$ cat config.mk
export PLATFORM = sky130hd
export DESIGN_NAME = pol_cell
export DESIGN_NICKNAME = d
export VERILOG_FILES = /design/src/design/pol_pkg.sv /design/src/design/pol_cell.sv
export SDC_FILE = /design/constraint.sdc
export NUM_CORES = 1
export LEC_CHECK = 0
export BUFFER_PORTS_ARGS = -buffer_cell sky130_fd_sc_hd__buf_2
export CAP_MARGIN = 25
export CELL_PAD_IN_SITES_DETAIL_PLACEMENT = 1
export CELL_PAD_IN_SITES_GLOBAL_PLACEMENT = 1
export CORE_ASPECT_RATIO = 0.9
export CORE_MARGIN = 4
export CORE_UTILIZATION = 27
export CTS_CLUSTER_SIZE = 12
export DETAILED_ROUTE_END_ITERATION = 12
export GPL_ROUTABILITY_DRIVEN = 0
export PLACE_DENSITY_LB_ADDON = 0.1
export SYNTH_ARGS = -nofsm -noshare
export SYNTH_HDL_FRONTEND = slang
export SYNTH_SLANG_ARGS = --single-unit
$ cat constraint.sdc
create_clock -name clk_i -period 2.7 [get_ports clk_i]
set_input_delay 0.135 -clock clk_i [delete_from_list [all_inputs] [get_ports clk_i]]
set_output_delay 0.135 -clock clk_i [all_outputs]
set_load 0.1 [all_outputs]
$ cat src/design/pol_pkg.sv
// Shared types and constants for the positional ordered list.
`default_nettype none

package pol_pkg;

  localparam int unsigned DepthDef     = 64;
  localparam int unsigned DataWidthDef = 32;

  // Command codes as they arrive on cmd_i
  typedef enum logic [2:0] {
    CMD_INSERT   = 3'd0,
    CMD_DELETE   = 3'd1,
    CMD_RETRIEVE = 3'd2,
    CMD_LOCATE   = 3'd3,
    CMD_PRIOR    = 3'd4,
    CMD_NEXT     = 3'd5,
    CMD_CLEAR    = 3'd6
  } cmd_e;

  // Broadcast control from the sequencer to every cell
  typedef struct packed {
    logic shift_up;
    logic shift_down;
    logic rd_en;
    logic loc_en;
  } cell_ctrl_t;

endpackage

`default_nettype wire

$ cat src/design/pol_cell.sv
// One list entry cell: holds a word, shifts with its neighbours, flags reads and matches.
`default_nettype none

module pol_cell
  import pol_pkg::*;
#(
  parameter int unsigned DW  = DataWidthDef,
  parameter int unsigned PW  = 7,
  parameter int unsigned K   = 0
) (
  input  wire logic             clk_i,
  input  wire cell_ctrl_t       ctrl_i,
  input  wire logic [PW-1:0]    sh_idx_i,
  input  wire logic [PW-1:0]    rd_idx_i,
  input  wire logic [PW-1:0]    fill_i,
  input  wire logic [DW-1:0]    data_i,
  input  wire logic [DW-1:0]    left_i,
  input  wire logic [DW-1:0]    right_i,
  output logic      [DW-1:0]    word_o,
  output logic      [DW-1:0]    rd_word_o,
  output logic                  hit_o
);

  localparam logic [PW-1:0] MyIdx = PW'(K);

  logic [DW-1:0] word_q, word_d;
  logic [DW-1:0] rd_word_q;
  logic          hit_q;

  // Pick the next word: take from below on insert, from above on delete
  always_comb begin
    word_d = word_q;
    if (ctrl_i.shift_up) begin
      if (MyIdx == sh_idx_i) begin
        word_d = data_i;
      end else if (MyIdx > sh_idx_i) begin
        word_d = left_i;
      end
    end else if (ctrl_i.shift_down && (MyIdx >= sh_idx_i)) begin
      word_d = right_i;
    end
  end

  // Hold the entry and capture the gated read word and match flag
  always_ff @(posedge clk_i) begin
    word_q    <= word_d;
    rd_word_q <= (ctrl_i.rd_en && (MyIdx == rd_idx_i)) ? word_q : '0;
    hit_q     <= ctrl_i.loc_en && (MyIdx < fill_i) && (word_q == data_i);
  end

  assign word_o    = word_q;
  assign rd_word_o = rd_word_q;
  assign hit_o     = hit_q;

endmodule

`default_nettype wire

Yosys cells after proc, flatten, opt, wreduce, memory -nomap -nowiden
Index checks and enable logic that the tools add are counted.
{"block": "classes", "n_eq_ne": 2, "n_reduce_logical": 8, "n_lt_le_gt_ge": 3, "muxes": 4}
{"operator": "$mux W32", "count": 4}
{"operator": "$eq A32 B32 Y1", "count": 1}
{"operator": "$logic_not A7 Y1", "count": 2}
{"operator": "$ge A1 B7 Y1 const A", "count": 1}
{"operator": "$gt A1 B7 Y1 const A", "count": 1}
{"operator": "$lt A1 B7 Y1 const A", "count": 1}
{"operator": "$logic_and A1 B1 Y1", "count": 4}
{"operator": "$ne A3 B1 Y1 const B", "count": 1}
{"operator": "$reduce_and A2 Y1", "count": 1}
{"operator": "$reduce_bool A2 Y1", "count": 1}
{"block": "word_totals", "word_cells": 20, "output_inout_bits": 65, "register_bits": 65, "input_bits": 122}

Depth between registers and ports, before layout
{"block": "logic_depth", "ltp_word": 4, "mapped_depth": 5, "depth_no_buf": 4}

Worst setup path after synthesis
No wires, ideal clock.
{"block": "synth_path", "kind": "input to register", "start": "in sh_idx_i[4]", "end": "reg word_q[0] (netlist: word_o[0]), enable pin", "t_arrival_ns": 2.131, "path_stages": 4, "setup_time_ns": 0.421, "path_slack_ns": 0.148, "path_buffers": 1, "required_ns": 2.279, "cell_sequence": "nor4_2 > nand2_2 > buf_6 > nor2_1"}
{"block": "synth_between", "elab_chain_cells": 4, "word_cells_on_any_way": 7, "cone_classes": "order compare (2); eq/ne (1); reduce/logical (4)"}
{"item": "start, declared", "line_no": "pol_cell.sv:13", "rtl": "input wire logic [PW-1:0] sh_idx_i,"}
{"item": "$ge A1 B7 Y1", "line_no": "pol_cell.sv:39", "rtl": "end else if (ctrl_i.shift_down && (MyIdx >= sh_idx_i)) begin"}
{"item": "$logic_and A1 B1 Y1", "line_no": "pol_cell.sv:39"}
{"item": "$reduce_bool A2 Y1 (no source line)"}
{"item": "$reduce_and A2 Y1 (no source line) (*)"}
{"item": "end signal, assigned", "line_no": "pol_cell.sv:46", "rtl": "word_q <= word_d;"}
{"item": "end, declared", "line_no": "pol_cell.sv:26", "rtl": "logic [DW-1:0] word_q, word_d;"}
Mark *: on every way between the ends. The rest lies on a longest branch, timed or not.
A chain may end at the register's enable or synchronous reset.

Final worst setup path
{"block": "layout_path", "start": "reg word_q[2] (netlist: word_o[2])", "end": "reg hit_q (netlist: hit_o)"}
{"block": "layout_between", "elab_chain_cells": 2}
{"item": "$eq A32 B32 Y1", "line_no": "pol_cell.sv:48", "rtl": "hit_q <= ctrl_i.loc_en && (MyIdx < fill_i) && (word_q == data_i);"}
{"item": "$logic_and A1 B1 Y1", "line_no": "pol_cell.sv:48"}
{"item": "end signal, assigned", "line_no": "pol_cell.sv:48"}
{"item": "end, declared", "line_no": "pol_cell.sv:28", "rtl": "logic hit_q;"}
Every way passes these cells.

==> results.cfg <==
[outcome]
outcome = complete, no violations

[power_and_ir_drop]
p_seq_frac = 0.427
power_frac_comb = 0.092
swShare = 0.219
p_int_mw = 1.91
vdd_drop_max_v = 0.000296
power_density_nw_per_um2 = 571
switchingPower_mw = 0.536
p_leak_nw = 2.21
clkPwrFrac = 0.481

[yosys]
avgSynthCellArea_um2 = 11.2
synth_cells = 261
synthesis.area_um2 = 2910
ys_seq_area_frac = 0.557
ys_warn_count = 0
synth_cell_type_count = 20
ys_ff_latch = 65
syn_nets = 383

[route]
drcViolationCount = 0
wl_met3_um = 835
highest_layer = met4
firstDrtPassIters = 3
drtIter0Drc = 80
avgRoutedWirePerCell_um = 17.3
ant_nets = 0
routedLengthMet1_um = 4300
wl_met2_um = 4830
dr_total_vias = 2562
via_per_inst = 4.39
routed_wirelength_um = 10100

[timing]
max_freq_ghz = 0.671
hold_violations = 0
worstMarginPinSlew_ns = 0.605
finalCritPeriodShare = 0.552
slew_viol_final = 0
fin_setup_tns_ns = 0
setup_viol = 0
skew_ns = 0.00325
fin_crit_ns = 1.49
rsz0062_at_grt = false
slew_headroom = 0.597

[floorplanning]
start_util = 0.281
chipHeight_um = 107
fp.dieW_um = 117
io_pins = 187
dieArea_um2 = 12500
core_area_um2 = 10400
placementRows = 35

[finish]
final_layout_size_suffix_gt1_frac = 0.454
final_cell_mix = buf_2 (186), nor2_1 (34), dfxtp_1 (33)
nNetsFinal = 571
final_core_util = 0.413
layout_commonest_cell = buf_2
synthToLayoutAreaGrowth_pct = 47.0
diodes = 0

[cts]
clock_latency_ns = 0.32
numCtsBuffers = 9
cts_tree = done
ctsRootBufferMaster = clkbuf_16
htreeDepth = 3
cts.path.max_buffers = 2
post_cts_resized = 0
hold_buffers = 0
cts_sinks = 65
cts.reportedPaths.clkPinSlew_ns = 0.05
post_cts_buffers = 0

[worst_setup_path]
worstPathArrival_ns = 1.74
path_max_fanout = 3
path_class = flip-flop to flip-flop
ff2ff_setup_slack_ns = 1.21
critPathLaunchType = flip-flop
cp-end-kind = flip-flop
crit_required_ns = 2.95

[global_routing]
groute.usage.overall = 0.162
grt-ovfl-total = 0
grt_pass1_vias = 2814
grt_pass1_wl_um = 15600
grt_max_degree = 41
antenna_found_initial = 0

[place]
dp_hpwl_um = 7860
port_buffers = 186

[worst_hold_path]
hold_class = primary input to flip-flop

[run]
cap_violations = 0
-- metal layers --
| layer | vias to the layer above | global-route usage |
|---|---|---|
| met2 | 107 | 0.276 |
| met3 | 8 | 0.0654 |
| li1 | 1283 | - |
| met5 | - | 0 |
| met1 | 1164 | 0.192 |
| met4 | 0 | 0.0427 |
-- cell families after synthesis --
family,after synthesis,share of synthesized area
and+or+nand+nor,87,0.157
DFF,65,0.557
xor gates and xnor gates,32,0.0962
AOI/OAI and AO/OA,32,0.0550
buffers and inverters,13,0.0249
muxes,32,0.110
-- metrics by stage --
| step | instance area (um2) | std cells | hold slack (ns) | total power [mW] | setup slack (ns) |
|---|---|---|---|---|---|
| floorplan | 2910 | 261 | 0.275 | 1.17 | 0.148 |
| global placement | 3980 | 567 | 0.437 | 1.29 | 0.994 |
| detailed placement | 3980 | 567 | 0.428 | 1.29 | 0.999 |
| CTS | 4280 | 583 | 0.0762 | 2.49 | 1.18 |
| global route | 4280 | 583 | 0.0782 | 2.56 | 1.09 |
| finish | 4280 | 583 | 0.0804 | 2.45 | 1.21 |
-- critical path: stages (launching register included) --
cell	delay [ns]
edfxtp_1	0.41
xor2_1	0.18
nor4_1	0.40
nand4_1	0.22
nor3_1	0.20
-- power by group through the flow --
stage          sequential [mW]  combinational, mW  clock, mW
5_1_grt                   1.04              0.252       1.26
3_3_place_gp              1.06              0.222          0
2_1_floorplan             1.09             0.0802          0
3_5_place_dp              1.07              0.228          0
6_report                  1.04              0.225       1.18
4_1_cts                   1.04              0.230       1.22
-- registers in the layout (all words and copies together) (netlist names) --
register and count:
rd_word_o 32, word_o 32, hit_o 1
-- layout make-up --
class                      instances  area (um2)
clock buffer                      13         260
fill                            1207        6100
tap                              129         161
clock inverter                     3        38.8
sequential                        65        1620
timing repair buffer             190         973
multi-input combinational        183        1230
-- synthesized netlist by cell type, drive strengths merged --
| cell type | count | area share |
|---|---|---|
| nor3 | 4 | 0.0069 |
| nor2 | 35 | 0.045 |
| clkbuf | 8 | 0.010 |
| and2 | 32 | 0.069 |
| nand2 | 2 | 0.0034 |
| nor4 | 10 | 0.024 |
| and4b | 1 | 0.0034 |
| a21oi | 32 | 0.055 |
| nand4 | 2 | 0.0043 |
| mux2i | 32 | 0.11 |
| edfxtp | 32 | 0.33 |
| buf | 5 | 0.015 |
| nand3 | 1 | 0.0017 |
| xor2 | 31 | 0.093 |
| xnor2 | 1 | 0.0030 |
| dfxtp | 33 | 0.23 |
-- worst paths after layout --
kind | from | to | cells after the start
max reg2reg | word_o[2] | hit_o | 4
max | word_o[2] | hit_o | 4
min reg2reg | word_o[5] | rd_word_o[5] | 1
min | ctrl_i[0] | hit_o | 3
(Power assumes the default switching activity.)
